--- config.mk ---
export PLATFORM = sky130hd
export DESIGN_NAME = wcal_front
export DESIGN_NICKNAME = d
export VERILOG_FILES = /design/src/rtl/wcal_pkg.sv /design/src/rtl/wcal_front.sv
export SDC_FILE = /design/constraint.sdc
export NUM_CORES = 1
export LEC_CHECK = 0
export BUFFER_PORTS_ARGS = -buffer_cell sky130_fd_sc_hd__buf_2
export CORE_AREA = 2 2 182 184
export DETAILED_ROUTE_END_ITERATION = 8
export DIE_AREA = 0 0 184 186
export MAX_ROUTING_LAYER = met4
export PLACE_DENSITY = 0.36
export SYNTH_ARGS = -nofsm -noshare
export SYNTH_HDL_FRONTEND = slang
export SYNTH_SLANG_ARGS = --single-unit
--- constraint.sdc ---
create_clock -name vclk -period 2.1
set_input_delay 0.42 -clock vclk [all_inputs]
set_output_delay 0.42 -clock vclk [all_outputs]
set_load 0.02 [all_outputs]
--- src/rtl/wcal_pkg.sv ---
`timescale 1ns / 1ps
`default_nettype none
package wcal_pkg;

  // defaults for the top level parameters
  localparam int MaxSegmentsDef = 64;
  localparam int AngleBitsDef   = 16;
  localparam int QueueDepth     = 2;
  localparam int SegW           = 7;
  localparam logic [SegW-1:0] MinSegments = 7'd3;

  // arc kinds
  localparam logic [1:0] ArcFull   = 2'd0;
  localparam logic [1:0] ArcHalf0  = 2'd1;
  localparam logic [1:0] ArcHalfPi = 2'd2;

  // polynomial coefficients, Q30
  localparam logic [31:0] SinC0 = 32'd1686629713;
  localparam logic [31:0] SinC1 = 32'd693598668;
  localparam logic [31:0] SinC2 = 32'd85569305;
  localparam logic [31:0] SinC3 = 32'd5026995;
  localparam logic [31:0] CosC0 = 32'd1324675879;
  localparam logic [31:0] CosC1 = 32'd272375560;
  localparam logic [31:0] CosC2 = 32'd22401992;
  localparam logic [31:0] CosC3 = 32'd987048;

  typedef struct packed {
    logic signed [31:0] center_x;
    logic signed [31:0] center_y;
    logic signed [31:0] center_z;
    logic signed [15:0] axis_a_x;
    logic signed [15:0] axis_a_y;
    logic signed [15:0] axis_a_z;
    logic signed [15:0] axis_b_x;
    logic signed [15:0] axis_b_y;
    logic signed [15:0] axis_b_z;
    logic signed [31:0] radius;
    logic [SegW-1:0]    segments;
    logic [1:0]         arc_kind;
  } req_t;

  typedef struct packed {
    logic signed [31:0] start_x;
    logic signed [31:0] start_y;
    logic signed [31:0] start_z;
    logic signed [31:0] end_x;
    logic signed [31:0] end_y;
    logic signed [31:0] end_z;
    logic               last_segment;
  } res_t;

  // classified request held between front and back
  typedef struct packed {
    logic signed [31:0] center_x;
    logic signed [31:0] center_y;
    logic signed [31:0] center_z;
    logic signed [15:0] axis_a_x;
    logic signed [15:0] axis_a_y;
    logic signed [15:0] axis_a_z;
    logic signed [15:0] axis_b_x;
    logic signed [15:0] axis_b_y;
    logic signed [15:0] axis_b_z;
    logic signed [31:0] radius;
    logic [SegW-1:0]    n;
    logic               half;
    logic               start_pi;
  } cmd_t;

endpackage
`default_nettype wire

--- src/rtl/wcal_front.sv ---
`timescale 1ns / 1ps
`default_nettype none
module wcal_front
  import wcal_pkg::*;
#(
  parameter int MAX_SEGMENTS = MaxSegmentsDef
) (
  input  req_t req_i,
  output cmd_t cmd_o,
  output logic keep_o
);

  localparam logic [SegW-1:0] MaxSeg = SegW'(MAX_SEGMENTS);

  // drop requests that draw nothing
  assign keep_o = (req_i.radius > 32'sd0) && (req_i.segments >= MinSegments);

  // decode arc kind and clamp the segment count
  always_comb begin
    cmd_o.center_x = req_i.center_x;
    cmd_o.center_y = req_i.center_y;
    cmd_o.center_z = req_i.center_z;
    cmd_o.axis_a_x = req_i.axis_a_x;
    cmd_o.axis_a_y = req_i.axis_a_y;
    cmd_o.axis_a_z = req_i.axis_a_z;
    cmd_o.axis_b_x = req_i.axis_b_x;
    cmd_o.axis_b_y = req_i.axis_b_y;
    cmd_o.axis_b_z = req_i.axis_b_z;
    cmd_o.radius   = req_i.radius;
    cmd_o.n        = (req_i.segments > MaxSeg) ? MaxSeg : req_i.segments;
    cmd_o.half     = (req_i.arc_kind != ArcFull);
    // the half-from-pi code and the unused code both start at pi
    cmd_o.start_pi = (req_i.arc_kind == ArcHalfPi) || (req_i.arc_kind == (ArcHalf0 | ArcHalfPi));
  end

endmodule
`default_nettype wire

# Word level (Yosys, flattened, before mapping)
# Index checks and enable logic that the tools add are counted.
# totals
word_cells	9
in_bits	233
regBits	0
# classes
reduce_logical	3
eq_ne	2
muxes	1
n_lt_le_gt_ge	3
# op_table
operator	count
greater-than comparator 32 x 1 -> 1 bit, second input constant	1
>= comparator 7 x 2 -> 1 bit, second input constant	1
greater-than comparator 7 bit, second input constant	1
2-to-1 mux 7 bit	1
== test 2 bit, second input constant	2
nonzero test 2 bit	1
logical AND 1 bit	1
logical OR 1 bit	1

# Logic depth before layout (Yosys ltp)
# logic_depth
ltp_word	2
mapped_depth	3
depth_no_buf	3

# Least setup slack after synthesis
# OpenSTA, ideal clock, no wires.
# synth_timing
path_type	input to output
start	input req_i[34] in the netlist's numbering
end	output keep_o
path_slack_ns	0.654
cell_stages	3
arrival_time_ns	1.026
cell_sequence	nor4_2 -> nand4_1 -> o21a_1
# synth_between
elab_chain_len	2
# synth_lines
element	line	text
start, declared	wcal_front.sv:8	input req_t req_i,
greater-than comparator 32 x 1 -> 1 bit	wcal_front.sv:16	assign keep_o = (req_i.radius > 32'sd0) && (req_i.segments >= MinSegments);
logical AND 1 bit	wcal_front.sv:16	
end, declared	wcal_front.sv:10	output logic keep_o
# Every way passes these cells.

# Final worst setup path
# layout_timing
start	input req_i[26] in the netlist's numbering
end	output keep_o
# Same word-level chain as after synthesis.

==> metrics.md <==
| Metric | Value |
|---|---|
| Share of cells above drive strength 1 | `a little over four fifths` |
| CP bufs+invs | `2` |
| Largest net degree at the start of global routing | `9` |
| Main area contributors after synthesis | `buf_4 91%, nor4_2 2.7%, nor2b_1 2.0%, nor4_1 1.7%, nand4_1 0.68%` |
| Max VDD drop | `around 0.000027 V` |
| Internal | `approximately 0.064 mW` |
| Synth Area in Simple Gates | `7.463%` |
| Slew Viols, Final | `0` |
| Fin area | `between 1000 and 1500 µm²` |
| Most used cell, CP | `buf_2` |
| I/O Buffers | `between 80 and 90` |
| Remaining global-route overflow | `0` |
| Num sequential | `0` |
| HPWL after DPL | `4.896 mm` |
| Crit-path cells | `buf_2 > nor4_2 > nand4_1 > o21a_1 > buf_2` |
| Initial antenna violation count | `0` |
| Gr usage total | `approximately 2.7%` |
| Top cell type's share of synthesized area | `91.18%` |
| Rows | `66` |
| Synth Cell Area | `approximately 1800 µm²` |
| # diodes | `0` |
| Final setup vio count | `0` |
| Synth Area in XOR/XNOR | `0%` |
| Final hold vios | `0` |
| DP Area | `roughly 1100 µm²` |
| Antenna-violating nets left | `0` |
| CP arrival | `roughly 1.6 ns` |
| Fin crit share | `between 90% and 100%` |
| Worst slew pin tran | `slightly below 0.4 ns` |
| Leading cell types by count after synthesis | `224 x buf_4, 6 x nor2b_1, 5 x nor4_1, 4 x nor4_2` |
| 1st-pass router iterations | `2` |
| Switching Power | `just over 0.1 mW` |
| PwrDens | `150.3 nW/µm²` |
| FMAX | `~0.50 GHz` |
| Net Sw Frac | `a little over 60%` |
| I/O pins | `about 470` |
| DR vias | `877` |
| Worst path max stage delay | `about 0.42 ns` |
| Crit Path Category | `in2out` |
| Core Box Area | `about 32,000 µm²` |
| Die Area | `between 30,000 and 40,000 µm²` |
| Slowest CP cell | `nor4_2` |
| Die Width | `184 µm` |
| RSZ-0062 raised after global routing | `no` |
| Initial Utilization | `5.726%` |
| Post-layout minimum cycle time | `approximately 2 ns` |
| Post-CTS resize count | `0` |
| CP endpoint kind | `output port` |
| Mean Syn Cell Area | `~7.5 µm²` |
| Worst relative slew slack | `73.31%` |
| Combinational group share of total power | `100.0%` |
| Placer Congestion | `around 0.49` |
| Vias in the first global route | `about 900` |
| Max-cap violations | `0` |
| Fill count | `a little under 4,000` |
| Largest family of logic cells by synthesized area | `buffers and inverters` |
| Run status | `finished clean` |
| First-pass GRT wire length | `between 6 and 7 mm` |
| Sequential area share after synthesis | `0%` |
| DR WL/cell | `10.88 µm` |
| CP Launch Type | `input pin` |
| Footprint of the multi-input gates | `roughly 160 µm²` |
| CP delay by family, top | `simple AND/OR/NAND/NOR gates` |
| Most common cell in the netlist | `buf_4` |
| Worst Path Required | `roughly 1.7 ns` |
| Post-synthesis mux area share | `0%` |
| CTS Hold Bufs | `0` |
| Drt total wl | `5.593 mm` |
| Routed vias/inst | `approximately 1.7` |
| Chip Height | `186 µm` |
| Largest area contributor in the netlist | `buf_4` |
| Adder-cell area share of the yosys netlist | `0%` |
| Syn. warnings | `0` |
| Compound-Gate Fraction of Synth Area | `less than 1%` |
| Layout area overhead | `-40.57%` |
| Setup_tns | `0 ns` |
| Flop pwr share | `0%` |
| Post-synth net total | `480` |
| Initial DRC count | `1` |
| Clock power frac | `0%` |
| FF/Latch Area | `0 µm²` |
| Crit-path max FO | `2` |
| Mapped Cells | `between 200 and 250` |
| Worst hold path type | `in2out` |
| Fin nets | `~340` |
| LEAKAGE | `about 0.37 nW` |
| Clock buf count | `0` |
| Post-CTS Setup Inserts | `0` |
| Unique masters post-synth | `9` |
| # DRC | `0` |
routing by layer:
metal,track usage (%),part of all wire (%)
met5,-,0
met4,5.280,19
met3,2.054,23
met2,3.909,39
met1,1.247,19
final cells by class:
cell class | instances | share of cell area [%]
multi-input combinational | 21 | 14.16
timing repair buffer | 85 | 39.27
tap | 408 | 46.58
per-stage QoR:
| stage | worst slack, ns | hold slack, ns | total power, mW | std cells | util (%) |
|---|---|---|---|---|---|
| floorplan | 0.6536 | 0.9181 | 0.6492 | 247 | - |
| global placement | 0.09116 | 0.8401 | 0.1658 | 514 | 3.403 |
| detailed placement | 0.08534 | 0.8401 | 0.1667 | 514 | 3.403 |
| CTS | 0.07937 | 0.8401 | 0.1671 | 514 | 3.403 |
| global route | 0.05751 | 0.8400 | 0.1779 | 514 | 3.403 |
| finish | 0.1073 | 0.8400 | 0.1647 | 514 | 3.403 |
power by group through the flow:
stage / logic (mW) / registers (mW) / clock network (mW)
final: 0.165 / 0 / 0
after global routing: 0.178 / 0 / 0
after CTS: 0.167 / 0 / 0
after detailed placement: 0.167 / 0 / 0
after global placement: 0.166 / 0 / 0
after floorplan: 0.649 / 0 / 0
cells in the final DEF (no fill, tap or decap):
master / count
nor2b_1: 6
o21a_1: 1
or2_2: 1
nand4_1: 2
buf_4: 2
a21oi_1: 2
buf_2: 83
nor4_2: 4
nor4_1: 5
cells by family after synthesis:
logic type	count (synthesis)
buffers and inverters	226
AND/OR/NAND/NOR	18
AO/OA/AOI/OAI	3
final timing paths:
check	startpoint	endpoint	cells past startpoint
hold / removal	req_i[128]	cmd_o[128]	0
setup / recovery	req_i[26]	keep_o	5
Power figures use the tool's default switching activity.
