## src/rtl/wcal_pkg.sv

```systemverilog
`timescale 1ns / 1ps
`default_nettype none
package wcal_pkg;

  // defaults for the top level parameters
  localparam int MaxSegmentsDef = 64;
  localparam int AngleBitsDef   = 16;
  localparam int QueueDepth     = 2;
  localparam int SegW           = 7;
  localparam logic [SegW-1:0] MinSegments = 7'd3;

  // arc kinds
  localparam logic [1:0] ArcFull   = 2'd0;
  localparam logic [1:0] ArcHalf0  = 2'd1;
  localparam logic [1:0] ArcHalfPi = 2'd2;

  // polynomial coefficients, Q30
  localparam logic [31:0] SinC0 = 32'd1686629713;
  localparam logic [31:0] SinC1 = 32'd693598668;
  localparam logic [31:0] SinC2 = 32'd85569305;
  localparam logic [31:0] SinC3 = 32'd5026995;
  localparam logic [31:0] CosC0 = 32'd1324675879;
  localparam logic [31:0] CosC1 = 32'd272375560;
  localparam logic [31:0] CosC2 = 32'd22401992;
  localparam logic [31:0] CosC3 = 32'd987048;

  typedef struct packed {
    logic signed [31:0] center_x;
    logic signed [31:0] center_y;
    logic signed [31:0] center_z;
    logic signed [15:0] axis_a_x;
    logic signed [15:0] axis_a_y;
    logic signed [15:0] axis_a_z;
    logic signed [15:0] axis_b_x;
    logic signed [15:0] axis_b_y;
    logic signed [15:0] axis_b_z;
    logic signed [31:0] radius;
    logic [SegW-1:0]    segments;
    logic [1:0]         arc_kind;
  } req_t;

  typedef struct packed {
    logic signed [31:0] start_x;
    logic signed [31:0] start_y;
    logic signed [31:0] start_z;
    logic signed [31:0] end_x;
    logic signed [31:0] end_y;
    logic signed [31:0] end_z;
    logic               last_segment;
  } res_t;

  // classified request held between front and back
  typedef struct packed {
    logic signed [31:0] center_x;
    logic signed [31:0] center_y;
    logic signed [31:0] center_z;
    logic signed [15:0] axis_a_x;
    logic signed [15:0] axis_a_y;
    logic signed [15:0] axis_a_z;
    logic signed [15:0] axis_b_x;
    logic signed [15:0] axis_b_y;
    logic signed [15:0] axis_b_z;
    logic signed [31:0] radius;
    logic [SegW-1:0]    n;
    logic               half;
    logic               start_pi;
  } cmd_t;

endpackage
`default_nettype wire

```

## src/rtl/wcal_fifo.sv

```systemverilog
`timescale 1ns / 1ps
`default_nettype none
module wcal_fifo
  import wcal_pkg::*;
#(
  parameter int DEPTH = QueueDepth
) (
  input  logic clk_i,
  input  logic rst_ni,
  input  logic push_i,
  input  cmd_t data_i,
  input  logic pop_i,
  output cmd_t data_o,
  output logic full_o,
  output logic empty_o
);

  localparam int PtrW = (DEPTH > 1) ? $clog2(DEPTH) : 1;
  localparam int CntW = $clog2(DEPTH + 1);

  cmd_t            mem_q [DEPTH];
  logic [PtrW-1:0] wr_q, rd_q;
  logic [CntW-1:0] cnt_q;
  logic            do_push, do_pop;

  assign full_o  = (cnt_q == CntW'(DEPTH));
  assign empty_o = (cnt_q == '0);
  assign do_push = push_i && !full_o;
  assign do_pop  = pop_i && !empty_o;
  assign data_o  = mem_q[rd_q];

  // storage
  always_ff @(posedge clk_i) begin
    if (do_push) begin
      mem_q[wr_q] <= data_i;
    end
  end

  // pointers and fill count
  always_ff @(posedge clk_i or negedge rst_ni) begin
    if (!rst_ni) begin
      wr_q  <= '0;
      rd_q  <= '0;
      cnt_q <= '0;
    end else begin
      if (do_push) begin
        wr_q <= (wr_q == PtrW'(DEPTH - 1)) ? '0 : wr_q + 1'b1;
      end
      if (do_pop) begin
        rd_q <= (rd_q == PtrW'(DEPTH - 1)) ? '0 : rd_q + 1'b1;
      end
      if (do_push && !do_pop) begin
        cnt_q <= cnt_q + 1'b1;
      end else if (do_pop && !do_push) begin
        cnt_q <= cnt_q - 1'b1;
      end
    end
  end

endmodule
`default_nettype wire

```

## config.mk

```make
export PLATFORM = sky130hd
export DESIGN_NAME = wcal_fifo
export DESIGN_NICKNAME = d
export VERILOG_FILES = /design/src/rtl/wcal_pkg.sv /design/src/rtl/wcal_fifo.sv
export SDC_FILE = /design/constraint.sdc
export NUM_CORES = 1
export LEC_CHECK = 0
export ABC_AREA = 1
export BUFFER_PORTS_ARGS = -buffer_cell sky130_fd_sc_hd__buf_2
export CAP_MARGIN = 20
export CORE_UTILIZATION = 50
export DETAILED_ROUTE_END_ITERATION = 8
export GPL_TIMING_DRIVEN = 1
export PLACE_DENSITY = 0.78
export SLEW_MARGIN = 20
export SYNTH_ARGS = -nofsm -noshare
export SYNTH_HDL_FRONTEND = slang
export SYNTH_SLANG_ARGS = --single-unit
export TNS_END_PERCENT = 20
```

## constraint.sdc

```tcl
create_clock -name clk_i -period 13.1 [get_ports clk_i]
set_clock_uncertainty 0.2 [all_clocks]
set_input_delay 1.31 -clock clk_i [delete_from_list [all_inputs] [get_ports clk_i]]
set_output_delay 1.31 -clock clk_i [all_outputs]
set_load 0.03 [all_outputs]
```

* Word level (Yosys, flattened, before mapping)
Memory sizes are Yosys's and may differ from the RTL's. Index checks and enable logic that the tools add are counted.
Word-level totals: register bits 4, RAM bits 466, input port bits 237, output and inout bits 235, word-level logic and storage cells 25, memories 1
Memories:
- mem_q | words 2, bits a word 233, rd ports 1, clocked after Yosys merged registers in 0, wr ports 1, RTL line wcal_fifo.sv:21 | cmd_t mem_q [DEPTH];
Cells by class: add/subtract/negate cells 4, eq/ne operators 1, multiplexer cells 6, reduce and logical (&&, ||, !) cells 10
Operators by type and width (count):
- logical AND 1 bit | 4
- zero test 1 bit | 4
- two-way mux 1 bit | 4
- two-way mux 2 bit | 2
- adder 1 bit (second input constant) | 2
- adder 2 x 1 -> 2 bit (second input constant) | 1
- equality test 2 bit (second input constant) | 1
- zero test 2 bit | 1
- nonzero test 2 bit | 1
- subtractor 2 x 1 -> 2 bit (second input constant) | 1

* Logic depth before layout (Yosys ltp)
word-level depth 7, mapped depth 9

* Worst setup path after synthesis
Ideal clock, no wire load.
kind input to register, start input port push_i, end memory mem_q[1][0] (netlist name), enable pin, library setup time 0.831 ns, data arrival time 11.069 ns, required time 12.069 ns, slack 1.000 ns, stages on the path 2, cell sequence o21ai_0 > nor2_1
Between the ends: longest elaborated chain between the ends 3
RTL lines:
- start, declared | RTL line wcal_fifo.sv:10 | input logic push_i,
- logical AND 1 bit | RTL line wcal_fifo.sv:28 | assign do_push = push_i && !full_o;
- two-way mux 1 bit | RTL line wcal_fifo.sv:34 | if (do_push) begin
- two-way mux 1 bit (not written as such) | RTL line wcal_fifo.sv:35 | mem_q[wr_q] <= data_i;
- end, declared | RTL line wcal_fifo.sv:21
Every way passes these cells.

==> summary.txt <==
Outcome
  – Status: finished, final reports clean

Timing
  – Final worst slack: between 7 and 8 ns
  – Sum Neg Setup Slack: 0 ns
  – RSZ-0062 raised after global routing: no
  – Final worst-path cycle share: 0.391
  – Setup violators final: 0
  – Max-slew headroom: 0.257
  – Slew @ Worst Pin: roughly 1.1 ns
  – Final Hold Viols: 0
  – Fmax: 195 MHz
  – Hold slack final: 0.298 ns
  – Slew Viols, Final: 0
  – Clock period minus worst slack: 5.13 ns

Setup path
  – Critical Path AT: about 3.6 ns
  – CP peak stage delay: 0.92 ns
  – Crit path buf inv count: 3
  – Setup crit end kind: primary output
  – Worst-path maximum fanout: 133
  – CP Data Required Time: 11.59 ns
  – CP cell instances: inv_6 > buf_4 > nand2_1 > nand2_1 > buf_2
  – Critical path class: reg2out
  – Crit path max-delay cell type: buf_4
  – Most frequent cell on the critical path: nand2_1
  – Crit path launch type: flip-flop
  – Crit-path leading delay family: buffers and inverters

Global route
  – Vias in the first global route: around 11000
  – Initial antenna violation count: 7
  – Total GRT Usage: 0.210
  – Pin count of the biggest net entering global routing: about 130
  – Overflow after GRT: 0
  – First-pass GRT wire length: ~57 mm

Clock network
  – Clock Sinks: 470
  – TritonCTS clock tree: done
  – Post-CTS Setup Bufs: 0
  – H-tree depth: 2
  – Clock Pin Slew Worst Setup and Hold Paths: 0.06 ns
  – CTS buffer count: 47
  – Cts hold-fix bufs: 0
  – Root Buffer: clkbuf_16
  – Bufs on Longest Clock Path: 3
  – Worst-skew pair later-pin latency: approximately 0.54 ns
  – Resize count post-CTS: 0

Route
  – DRT Wirelength: roughly 38 mm
  – Number of DRC markers in iteration 0: 751
  – DR WL/cell: 17.2 um
  – DR pass1 iterations: 5
  – DR vias: 10900
  – Final ANT Viol Nets: 0
  – DRC Markers: 0
  – Vias per Instance: 4.92

Pwr
  – Clock power share: 0.238
  – Switch Pwr: 2.23 mW
  – Int Pwr: 3.32 mW
  – Pwr Density: 259 nW/um^2
  – Maximum vdd drop: about 0.00019 V
  – Seq pwr share: 0.388
  – Lkg Pwr: 9.21 nW
  – Combinational share of power: 0.374
  – Switch share: 0.401
  – Total power: 5.55 mW

Final layout
  – Layout Nets: 1963
  – FF+latch area: roughly 14000 um^2
  – Layout Cell Area excl Fill: around 21000 um^2
  – Area delta synth->final: 24.2%
  – Area of the multi-input gates: roughly 2700 um^2
  – Finished Layout Cells: 2212
  – Fill count: 2402
  – Utilization after layout: 0.634
  – Layout cells sized above 1: 0.309

Placement
  – Placed insts: 2124
  – I/O Buffers: ~470
  – Post-DP HPWL: 24.5 mm
  – Placer Congestion: between 0.8 and 0.9
  – Setup slack at placement: 8.39 ns
  – Cell Area, Placed: roughly 20000 um^2

Min path
  – Class of the worst hold path: reg2reg

Synth
  – Compound-cell area share of the yosys netlist: 0.000582
  – Synth top cells by count: nand2_1, edfxtp_1, buf_2
  – Mux share of post-synthesis cell area: 0
  – Synth top area cells: edfxtp_1, nand2_1, buf_6
  – Avg Inst Size Synth: 13.8 um^2
  – Cell taking the most area after synthesis: edfxtp_1
  – Mapped Area: 17200 um^2
  – Post-synthesis simple-gate area fraction: 0.156
  – Top FF cell, synth: edfxtp_1
  – Synthesized instance count: approximately 1200
  – Adder-Cell Fraction of Synth Area: 0.000727
  – Post-synthesis xor/xnor area fraction: 0.000509
  – Number of flops mapped to enable cells by yosys: 466
  – Post-synthesis register bit count: 470
  – YS warnings: 0
  – Yosys top cell area share: 0.813
  – Asr flop ratio synth: 0.00851
  – Yosys cell types: 16
  – Post-synthesis sequential area ratio: 0.819
  – Most common cell in the netlist: nand2_1
  – Mapped Nets: about 1500
  – Largest family of logic cells by synthesized area: simple AND/OR/NAND/NOR gates

Job
  – Max Cap Viol: 0

Die
  – Horiz. Die Dim: 188 um
  – # IOs: 472
  – Core area: about 34000 um^2
  – Die area: 35200 um^2
  – Initial Util: 0.511
  – Std cell rows: 67
  – DIE HEIGHT: about 190 um
-- final timing paths --
check | from | endpoint | slack [ns] | depth (start not counted)
worst max register to register | cnt_q[0] | mem_q[1][88] | 9.28 | 4
min in group asynchronous | rst_ni | wr_q | 0.37 | 1
worst min-delay path | wr_q | wr_q | 0.30 | 2
worst max-delay path | rd_q | data_o[229] | 7.97 | 5
max in group asynchronous | rst_ni | rd_q | 12.18 | 1
worst min register to register | wr_q | wr_q | 0.30 | 2
-- worst reg2reg max path: stages (launching register included) --
cell     delay [ns]
dfrtp_1        0.48
o21ai_0        0.23
nor2_4         0.80
buf_4          0.86
buf_4          0.85
-- cell families (layout without fill, tap and decap cells) --
kind of cell / count (synthesis) / in the layout
and+or+nand+nor: 715 / 715
DFF: 470 / 470
adders and majority gates: 1 / 1
AOI/OAI and AO/OA: 2 / 2
other: 0 / 5
buffers and inverters: 59 / 570
xor gates and xnor gates: 1 / 1
-- registers in the layout, summed over array words and instances, names as in the netlist --
name / count
rd_q: 1
cnt_q: 2
mem_q: 466
wr_q: 1
-- metal layers --
layer  share of wire  wire length (um)  vias up  GRT usage
met4           0.029              1110        6     0.0741
met2            0.53             19900      485      0.378
met1            0.35             13200     5118      0.230
met5          0.0011                41        -          0
li1                -                 -     5188          -
met3           0.098              3700       80     0.0696
-- placed cells by master (no fill, tap or decap), drive strengths merged, types with 2 or more instances in the layout --
| cell | netlist | final |
|---|---|---|
| buf | 46 | 479 |
| inv | 8 | 9 |
| edfxtp | 466 | 466 |
| dfrtp | 4 | 4 |
| clkinv | 0 | 14 |
| diode | 0 | 5 |
| nand2 | 708 | 708 |
| bufinv | 0 | 6 |
| nor2 | 4 | 4 |
| o21ai | 2 | 2 |
| clkbuf | 5 | 62 |
-- cell type report --
cell class	count	area share
repair buffers	479	0.113
clock inverters	21	0.0115
multi-input cells	719	0.128
inverters	8	0.00199
diodes	5	0.000585
well taps	448	0.0262
flip-flops and latches	470	0.659
clock buffers	62	0.0596
-- power by group through the flow --
stage / registers, mW / logic, mW / clock network (mW)
after floorplan: 2.25 / 1.50 / 0
after global placement: 2.17 / 2.07 / 0
after detailed placement: 2.18 / 2.08 / 0
after CTS: 2.15 / 2.10 / 1.34
after global routing: 2.18 / 2.22 / 1.40
final: 2.15 / 2.08 / 1.32
No activity file was read; power rests on OpenSTA's default activity.
