==> config.mk <==
export PLATFORM = sky130hd
export DESIGN_NAME = wcal_back
export DESIGN_NICKNAME = d
export VERILOG_FILES = /design/src/rtl/wcal_pkg.sv /design/src/rtl/wcal_back.sv
export SDC_FILE = /design/constraint.sdc
export NUM_CORES = 2
export LEC_CHECK = 0
export BUFFER_PORTS_ARGS = -buffer_cell sky130_fd_sc_hd__buf_4
export CAP_MARGIN = 5
export CORE_ASPECT_RATIO = 0.8
export CORE_MARGIN = 2
export CORE_UTILIZATION = 38
export CTS_CLUSTER_SIZE = 16
export DETAILED_ROUTE_END_ITERATION = 10
export PLACE_DENSITY = 0.65
export SETUP_SLACK_MARGIN = 0.05
export SYNTH_ARGS = -nofsm -noshare
export SYNTH_HDL_FRONTEND = slang
export SYNTH_SLANG_ARGS = --single-unit
==> constraint.sdc <==
create_clock -name clk_i -period 13.8 [get_ports clk_i]
set_input_delay 2.76 -clock clk_i [delete_from_list [all_inputs] [get_ports clk_i]]
set_output_delay 2.76 -clock clk_i [all_outputs]
set_load 0.005 [all_outputs]
==> src/rtl/wcal_pkg.sv <==
`timescale 1ns / 1ps
`default_nettype none
package wcal_pkg;

  // defaults for the top level parameters
  localparam int MaxSegmentsDef = 64;
  localparam int AngleBitsDef   = 16;
  localparam int QueueDepth     = 2;
  localparam int SegW           = 7;
  localparam logic [SegW-1:0] MinSegments = 7'd3;

  // arc kinds
  localparam logic [1:0] ArcFull   = 2'd0;
  localparam logic [1:0] ArcHalf0  = 2'd1;
  localparam logic [1:0] ArcHalfPi = 2'd2;

  // polynomial coefficients, Q30
  localparam logic [31:0] SinC0 = 32'd1686629713;
  localparam logic [31:0] SinC1 = 32'd693598668;
  localparam logic [31:0] SinC2 = 32'd85569305;
  localparam logic [31:0] SinC3 = 32'd5026995;
  localparam logic [31:0] CosC0 = 32'd1324675879;
  localparam logic [31:0] CosC1 = 32'd272375560;
  localparam logic [31:0] CosC2 = 32'd22401992;
  localparam logic [31:0] CosC3 = 32'd987048;

  typedef struct packed {
    logic signed [31:0] center_x;
    logic signed [31:0] center_y;
    logic signed [31:0] center_z;
    logic signed [15:0] axis_a_x;
    logic signed [15:0] axis_a_y;
    logic signed [15:0] axis_a_z;
    logic signed [15:0] axis_b_x;
    logic signed [15:0] axis_b_y;
    logic signed [15:0] axis_b_z;
    logic signed [31:0] radius;
    logic [SegW-1:0]    segments;
    logic [1:0]         arc_kind;
  } req_t;

  typedef struct packed {
    logic signed [31:0] start_x;
    logic signed [31:0] start_y;
    logic signed [31:0] start_z;
    logic signed [31:0] end_x;
    logic signed [31:0] end_y;
    logic signed [31:0] end_z;
    logic               last_segment;
  } res_t;

  // classified request held between front and back
  typedef struct packed {
    logic signed [31:0] center_x;
    logic signed [31:0] center_y;
    logic signed [31:0] center_z;
    logic signed [15:0] axis_a_x;
    logic signed [15:0] axis_a_y;
    logic signed [15:0] axis_a_z;
    logic signed [15:0] axis_b_x;
    logic signed [15:0] axis_b_y;
    logic signed [15:0] axis_b_z;
    logic signed [31:0] radius;
    logic [SegW-1:0]    n;
    logic               half;
    logic               start_pi;
  } cmd_t;

endpackage
`default_nettype wire

==> src/rtl/wcal_back.sv <==
`timescale 1ns / 1ps
`default_nettype none
module wcal_back
  import wcal_pkg::*;
#(
  parameter int ANGLE_BITS = AngleBitsDef
) (
  input  logic clk_i,
  input  logic rst_ni,
  input  logic cmd_valid_i,
  input  cmd_t cmd_i,
  output logic cmd_pop_o,
  output logic res_valid_o,
  output res_t res_o,
  input  logic res_pop_i
);

  localparam int DivW = ANGLE_BITS + 1;
  localparam int CntW = $clog2(DivW + 1);

  typedef enum logic [2:0] {
    StIdle, StDiv, StPhase, StIssue, StWb, StEmit
  } state_e;

  typedef enum logic [3:0] {
    OpX2, OpS2, OpS1, OpS0, OpSm, OpC2, OpC1, OpC0, OpCm, OpAc, OpBs, OpOff
  } op_e;

  state_e                 state_q;
  op_e                    op_q;
  logic [1:0]             lane_q;
  logic [CntW-1:0]        div_cnt_q;
  logic [DivW-1:0]        num_q, quo_q;
  logic [SegW-1:0]        drem_q;
  logic [ANGLE_BITS-1:0]  step_q, phq_q;
  logic [SegW-1:0]        stepr_q, prem_q, idx_q;
  logic [29:0]            x_q;
  logic [30:0]            x2_q;
  logic                   neg_q, dneg_q;
  logic [1:0]             quad_q;
  logic [31:0]            p_q, sm_q;
  logic signed [31:0]     cs_q, sn_q;
  logic signed [47:0]     acc_q;
  logic [33:0]            mag_q;
  logic signed [69:0]     prod_q;
  logic [31:0]            prev_q [3];
  logic [31:0]            nxt_q [3];
  res_t                   out_q;
  logic                   out_valid_q;

  // divider step
  logic [SegW:0]          div_t;
  logic                   div_bit;
  logic [SegW-1:0]        div_rem;
  logic [DivW-1:0]        quo_d;
  logic                   div_last;
  assign div_t    = {drem_q, num_q[DivW-1]};
  assign div_bit  = (div_t >= {1'b0, cmd_i.n});
  assign div_rem  = div_bit ? SegW'(div_t - {1'b0, cmd_i.n}) : div_t[SegW-1:0];
  assign quo_d    = {quo_q[DivW-2:0], div_bit};
  assign div_last = (div_cnt_q == CntW'(DivW - 1));

  // phase split into quadrant and residual
  logic [ANGLE_BITS-1:0]  ph;
  logic [31:0]            turn, u;
  logic [29:0]            x_d;
  logic                   neg_d;
  assign ph    = cmd_i.start_pi ? (phq_q + {1'b1, {(ANGLE_BITS-1){1'b0}}}) : phq_q;
  assign turn  = {ph, {(32-ANGLE_BITS){1'b0}}};
  assign u     = turn + 32'h2000_0000;
  assign neg_d = !u[29];
  assign x_d   = neg_d ? (30'h2000_0000 - u[29:0]) : (u[29:0] - 30'h2000_0000);

  // per-lane operand selection
  logic signed [31:0] ctr_l;
  logic signed [15:0] ax_l, bx_l;
  always_comb begin
    case (lane_q)
      2'd0: begin
        ctr_l = cmd_i.center_x; ax_l = cmd_i.axis_a_x; bx_l = cmd_i.axis_b_x;
      end
      2'd1: begin
        ctr_l = cmd_i.center_y; ax_l = cmd_i.axis_a_y; bx_l = cmd_i.axis_b_y;
      end
      default: begin
        ctr_l = cmd_i.center_z; ax_l = cmd_i.axis_a_z; bx_l = cmd_i.axis_b_z;
      end
    endcase
  end

  // shared multiplier operands
  logic signed [34:0] ma, mb;
  always_comb begin
    case (op_q)
      OpX2: begin
        ma = $signed({5'b0, x_q}); mb = $signed({5'b0, x_q});
      end
      OpSm: begin
        ma = $signed({5'b0, x_q}); mb = $signed({3'b0, p_q});
      end
      OpAc: begin
        ma = {{19{ax_l[15]}}, ax_l}; mb = {{3{cs_q[31]}}, cs_q};
      end
      OpBs: begin
        ma = {{19{bx_l[15]}}, bx_l}; mb = {{3{sn_q[31]}}, sn_q};
      end
      OpOff: begin
        ma = $signed({1'b0, mag_q}); mb = {{3{cmd_i.radius[31]}}, cmd_i.radius};
      end
      default: begin
        ma = $signed({4'b0, x2_q}); mb = $signed({3'b0, p_q});
      end
    endcase
  end

  // writeback arithmetic
  logic [31:0]        prod_hi, cm_d;
  logic signed [31:0] s0, c0, sn_d, cs_d;
  logic signed [47:0] v_sum;
  logic signed [33:0] d_val;
  logic [69:0]        off_sum;
  logic [31:0]        off_w, coord_d;
  assign prod_hi = prod_q[61:30];
  assign cm_d    = 32'h4000_0000 - prod_hi;
  assign s0      = neg_q ? -$signed(sm_q) : $signed(sm_q);
  assign c0      = $signed(cm_d);
  always_comb begin
    case (quad_q)
      2'd0:    begin sn_d = s0;  cs_d = c0;  end
      2'd1:    begin sn_d = c0;  cs_d = -s0; end
      2'd2:    begin sn_d = -s0; cs_d = -c0; end
      default: begin sn_d = -c0; cs_d = s0;  end
    endcase
  end
  assign v_sum   = acc_q + prod_q[47:0] + 48'sd8192;
  assign d_val   = v_sum[47:14];
  assign off_sum = prod_q + 70'sd536870912;
  assign off_w   = off_sum[61:30];
  assign coord_d = ctr_l + (dneg_q ? (32'd0 - off_w) : off_w);

  // phase stepping between points
  logic [SegW:0]          prem_sum;
  logic                   prem_wrap;
  logic                   last_pt, can_load, emit_load;
  assign prem_sum  = {1'b0, prem_q} + {1'b0, stepr_q};
  assign prem_wrap = (prem_sum >= {1'b0, cmd_i.n});
  assign last_pt   = (idx_q == cmd_i.n);
  assign can_load  = !out_valid_q || res_pop_i;
  assign emit_load = (state_q == StEmit) && (idx_q != '0) && can_load;
  assign cmd_pop_o = (state_q == StEmit) && last_pt && can_load;
  assign res_valid_o = out_valid_q;
  assign res_o       = out_q;

  // sequencer
  always_ff @(posedge clk_i or negedge rst_ni) begin
    if (!rst_ni) begin
      state_q     <= StIdle;
      op_q        <= OpX2;
      lane_q      <= '0;
      div_cnt_q   <= '0;
      out_valid_q <= 1'b0;
    end else begin
      if (emit_load) begin
        out_valid_q <= 1'b1;
      end else if (res_pop_i && out_valid_q) begin
        out_valid_q <= 1'b0;
      end
      case (state_q)
        StIdle: begin
          if (cmd_valid_i) begin
            num_q     <= cmd_i.half ? DivW'(1) << (ANGLE_BITS - 1) : DivW'(1) << ANGLE_BITS;
            quo_q     <= '0;
            drem_q    <= '0;
            div_cnt_q <= '0;
            state_q   <= StDiv;
          end
        end
        StDiv: begin
          num_q     <= num_q << 1;
          quo_q     <= quo_d;
          drem_q    <= div_rem;
          div_cnt_q <= div_cnt_q + 1'b1;
          if (div_last) begin
            step_q  <= quo_d[ANGLE_BITS-1:0];
            stepr_q <= div_rem;
            phq_q   <= '0;
            prem_q  <= cmd_i.n >> 1;
            idx_q   <= '0;
            state_q <= StPhase;
          end
        end
        StPhase: begin
          x_q     <= x_d;
          neg_q   <= neg_d;
          quad_q  <= u[31:30];
          p_q     <= SinC3;
          op_q    <= OpX2;
          state_q <= StIssue;
        end
        StIssue: begin
          prod_q  <= ma * mb;
          state_q <= StWb;
        end
        StWb: begin
          state_q <= ((op_q == OpOff) && (lane_q == 2'd2)) ? StEmit : StIssue;
          case (op_q)
            OpX2: begin x2_q <= prod_q[60:30]; op_q <= OpS2; end
            OpS2: begin p_q <= SinC2 - prod_hi; op_q <= OpS1; end
            OpS1: begin p_q <= SinC1 - prod_hi; op_q <= OpS0; end
            OpS0: begin p_q <= SinC0 - prod_hi; op_q <= OpSm; end
            OpSm: begin sm_q <= prod_hi; p_q <= CosC3; op_q <= OpC2; end
            OpC2: begin p_q <= CosC2 - prod_hi; op_q <= OpC1; end
            OpC1: begin p_q <= CosC1 - prod_hi; op_q <= OpC0; end
            OpC0: begin p_q <= CosC0 - prod_hi; op_q <= OpCm; end
            OpCm: begin
              sn_q   <= sn_d;
              cs_q   <= cs_d;
              lane_q <= '0;
              op_q   <= OpAc;
            end
            OpAc: begin acc_q <= prod_q[47:0]; op_q <= OpBs; end
            OpBs: begin
              dneg_q <= d_val[33];
              mag_q  <= d_val[33] ? 34'(-d_val) : 34'(d_val);
              op_q   <= OpOff;
            end
            default: begin
              case (lane_q)
                2'd0:    nxt_q[0] <= coord_d;
                2'd1:    nxt_q[1] <= coord_d;
                default: nxt_q[2] <= coord_d;
              endcase
              if (lane_q != 2'd2) begin
                lane_q <= lane_q + 1'b1;
                op_q   <= OpAc;
              end
            end
          endcase
        end
        StEmit: begin
          if ((idx_q == '0) || can_load) begin
            if (idx_q != '0) begin
              out_q.start_x      <= prev_q[0];
              out_q.start_y      <= prev_q[1];
              out_q.start_z      <= prev_q[2];
              out_q.end_x        <= nxt_q[0];
              out_q.end_y        <= nxt_q[1];
              out_q.end_z        <= nxt_q[2];
              out_q.last_segment <= last_pt;
            end
            prev_q[0] <= nxt_q[0];
            prev_q[1] <= nxt_q[1];
            prev_q[2] <= nxt_q[2];
            if (last_pt) begin
              state_q <= StIdle;
            end else begin
              idx_q   <= idx_q + 1'b1;
              phq_q   <= phq_q + step_q + {{(ANGLE_BITS-1){1'b0}}, prem_wrap};
              prem_q  <= prem_wrap ? SegW'(prem_sum - {1'b0, cmd_i.n}) : prem_sum[SegW-1:0];
              state_q <= StPhase;
            end
          end
        end
        default: state_q <= StIdle;
      endcase
    end
  end

endmodule
`default_nettype wire

# Word level (Yosys, flattened, before mapping)
# Memories as Yosys holds them, arrays and structs flattened. A register that Yosys moved wholly into a read port is not among the register bits.
# Index checks and enable logic that the tools add are counted.
# totals
register_bits	541
ram_bits	192
inputBits	237
out_inout_bits	195
wordCells	211
mem_count	2
# op_classes
n_addsub	28
multipliers	1
order_cmp	2
eq_ne	29
n_mux	71
bitwise_logic	1
reduce_logical	47
# memory_table
name	words	width	rd	rd_clocked_by_memory_dff	wr	line	text
nxt_q	3	32	3	0	1	wcal_back.sv:47	logic [31:0] nxt_q [3];
prev_q	3	32	3	3	3	wcal_back.sv:46	logic [31:0] prev_q [3];
# ops
cell	count
$pmux 35 s4	2
$pmux 32 s7	1
$pmux 32 s3	2
$mux 32	4
$pmux 32 s2	2
$neg 32->32	3
$pmux 16 s2	3
$sub 31x32->32 const A	3
$mux 16	4
$reduce_or 32->1	2
$mux 7	9
$add 62x31->62 const B	1
$mul 35x35->62	1
$add 48x14->48 const B	1
$add 48x48->48	1
$pmux 4 s11	1
$pmux 7 s2	3
$mux 17	2
$neg 34->34	1
$pmux 17 s2	1
$mux 33	1
$add 32x30->32 const B	1
$add 32x32->32	1
$sub 1x32->32 const A	1
59 further kinds	128

# Logic depth before layout (Yosys ltp)
# depth
ltp_word	9
depth_mapped	41
mapped_depth_nobuf	37

# Worst setup path after synthesis
# Ideal clock, no wire load.
# synth_path
path_kind	input port to flip-flop
from	input rst_ni
to	register out_q (netlist bit res_o[0]) (enable)
setup_time_ns	0.983
arrival_time_ns	15.855
required_time_ns	12.817
setup_slack_ns	-3.039
stages	2
path_buffers	0
cell_sequence	nand3_1 -> nor3_1
# synth_between
elab_chain_cells	1
# synth_lines
element	line	text
from (decl)	wcal_back.sv:9	input logic rst_ni,
$reduce_and 4->1 (no line)	-	
to (decl)	wcal_back.sv:48	res_t out_q;
# No other way between the ends.
# A chain may end at the register's enable or synchronous reset.

# Worst setup path after layout
# layout_path
from	register op_q[3]
to	register prod_q[61], data pin
# layout_between
elab_chain_cells	4
word_cells_on_any_way	9
classes_between	mul (1); eq/ne (4); mux (2); reduce/logical (2)
# layout_lines
element	line	text
from (decl)	wcal_back.sv:30	op_e op_q;
from (signal assigned)	wcal_back.sv:158	op_q <= OpX2;
from (signal assigned)	wcal_back.sv:197	op_q <= OpX2;
from (signal assigned)	wcal_back.sv:207	OpX2: begin x2_q <= prod_q[60:30]; op_q <= OpS2; end
$eq 4x3->1 or $logic_not 4->1 (tied branches)	wcal_back.sv:94	case (op_q)
$reduce_or 2->1 (no line)	-	
$pmux 35 s4	wcal_back.sv:94	
$mul 35x35->62 (*)	wcal_back.sv:201	prod_q <= ma * mb;
to (signal assigned)	wcal_back.sv:201	
to (decl)	wcal_back.sv:45	logic signed [69:0] prod_q;
# Mark *: on every way between the ends. The rest lies on a longest branch, timed or not.

==> out/metrics.csv <==
metric,value,unit
synthArstFlopShare,1.88,%
num-nets-final,10600,
fmax,77.6,MHz
io_pins,432,
die_w,527,µm
ys_types,104,
path_buf_inv,7,
grt_start_max_net_pins,144,
cts.path.max_buffers,3,
drtAntennaViolNets,0,
htreeDepth,3,
path_max_fanout,22,
cp_top_family,adder cells,
drc,0,
synth_area,0.0833,mm²
hpwl,233000,µm
cts-root-buf,clkbuf_16,
ys_ff_latch,798,
die_y,423,µm
core_area,0.218,mm²
gr-usage-met1,36.7,%
r2r_cells,33,
crit_slowest_cell,nor2_2,
post-cts-setup-buffers,0,
wire_per_inst,25.1,µm
cp.arrival,13310,ps
grt_pass1_vias,65600,
yosysTopAreaCell,fa_1,
reg2reg_from,op_q[3],
max_stage_delay,1240,ps
fill_cells,20700,
r2r_slack,910,ps
syn_avg_cell_area,9.87,µm²
synth_warnings,0,
synth_edf_count,783,
min_path_cells,0,
required,14220,ps
fin_crit_sh,93.4,%
rsz0062_at_grt,false,
hold_buffers,0,
drive_gt1_share,10.0,%
synth_ff_type,edfxtp_1,
antenna_found_initial,14,
synthCells,8440,
fin_setup_tns,0,ps
path_common_cell,fa_1,
hold_class,reg2reg,
drv_slew,0,
fin_hold_ws,418,ps
use_met3,8.24,%
yosys-top-cells-area,"fa_1, edfxtp_1, ha_1",
gp_congestion,0.993,
start_kind,flop,
path_class,reg2reg,
fin_skew,43.9,ps
synth.most_common_cell,inv_1,
drt_iter0_drc,7391,
worstReg2RegEnd,prod_q[61],
io_buffer_count,431,
slew_headroom,4.65,%
synth_top_area_share,29.0,%
path_clk_slew,80,ps
max_slew.worst_pin.slew,1430,ps
track_usage,26.1,%
start_util,38.3,%
worst_setup_path_end_kind,flop,
outcome,completed,
numCtsBuffers,76,
grt_pass1_wl,432000,µm
globalRouteOverflowTotal,0,
firstDrtPassIters,8,
cts-resized-gates,0,
worstHoldEndpoint,res_o[125],
yosysSeqAreaShare,28.7,%
clk_latency,700,ps
cts.sink_count,798,
via_per_inst,5.62,
wl,293000,µm
via_count,65500,
grt_util_met2,37.3,%
area_delta_synth_final,11.7,%
die_area,0.223,mm²
fin_crit,12890,ps
cap_violations,0,
hold_violations,0,
hp-start,prev_q[0][92],
syn_nets,10300,
synthTopCellsByCount,"inv_1, fa_1, nand2_1",
num_rows,153,
cts_tree,done,
busiest_layer,met2,
setup_viol,0,
## flip-flops by register name, summed over array words and instances, names as in the netlist, 15 cells and up
signal and cells:
mag_q 34, quo_q 15, cs_q 32, p_q 32, acc_q 48, step_q 16
phq_q 16, sn_q 32, x2_q 31, prod_q 62, nxt_q 96, res_o 193
prev_q 96, sm_q 32
## cells by family after synthesis
group / count (synthesis) / share of synthesized area (%)
AND/OR/NAND/NOR: 2543 / 13.3
multiplexers: 18 / 0.294
AO/OA/AOI/OAI: 1316 / 10.3
buffers and inverters: 1715 / 7.75
adder cells (fa/ha/maj): 1613 / 35.1
XOR/XNOR: 437 / 4.60
flip-flops: 798 / 28.7
## cell type report
type | instances | area, µm² | share of cell area (%)
Antenna cell | 7 | 17.5 | 0.0188
Clock buffer | 81 | 1940 | 2.09
Clock inverter | 59 | 723 | 0.777
Inverter | 1291 | 4850 | 5.21
Multi-Input combinational cell | 5927 | 53300 | 57.3
Sequential cell | 798 | 23900 | 25.7
Tap cell | 2867 | 3590 | 3.86
Timing Repair Buffer | 630 | 4750 | 5.11
## placed cells by master, fill, tap and decap left out, types with 87 or more instances in the layout
cell type / n
a21oi_1: 355
ha_1: 406
inv_1: 1280
o21ai_0: 250
nand2_1: 1027
fa_1: 1205
edfxtp_1: 783
xnor2_1: 306
buf_4: 628
xor2_1: 131
nand3_1: 121
nor2_1: 862
nor3_1: 87
## routing by layer
metal  wire, µm  part of all wire, %  up-vias
met5         57                0.019        -
met3      35300                   12      566
li1           -                    -    28200
met1     122000                   42    33200
met2     122000                   42     3609
met4      12700                  4.4        8
## metrics by stage
step	setup WS [ps]	utilization, %	cell area [µm²]	std cells
detailed placement	594	41.5	90300	11500
CTS	1310	42.7	93000	11700
global route	595	42.7	93000	11700
floorplan	1980	-	83300	8440
global placement	670	41.5	90300	11500
finish	909	42.7	93000	11700
## worst reg2reg max path: cells and delay by family (launching register included)
kind                     cells  cell delay [ps]
adder cells (fa/ha/maj)      9             4420
AND/OR/NAND/NOR              9             3280
AO/OA/AOI/OAI                7             3150
buffers and inverters        7              850
flip-flops                   1              790
XOR/XNOR                     1              140
## worst max-delay path by stage
stage               start          to  slack (ps)  cells after the start
2_1_floorplan  cmd_i[120]  prod_q[60]        1980                     38
3_3_place_gp   cmd_i[120]  prod_q[61]         670                     37
4_1_cts         cmd_i[72]  prod_q[61]        1310                     37
6_report          op_q[3]  prod_q[61]         910                     33
3_5_place_dp    cmd_i[72]  prod_q[61]         590                     37
5_1_grt        cmd_i[120]  prod_q[61]         590                     37
Power is not shown: default switching activity piles up to over one toggle a cycle in this logic, so the estimate is an artifact.
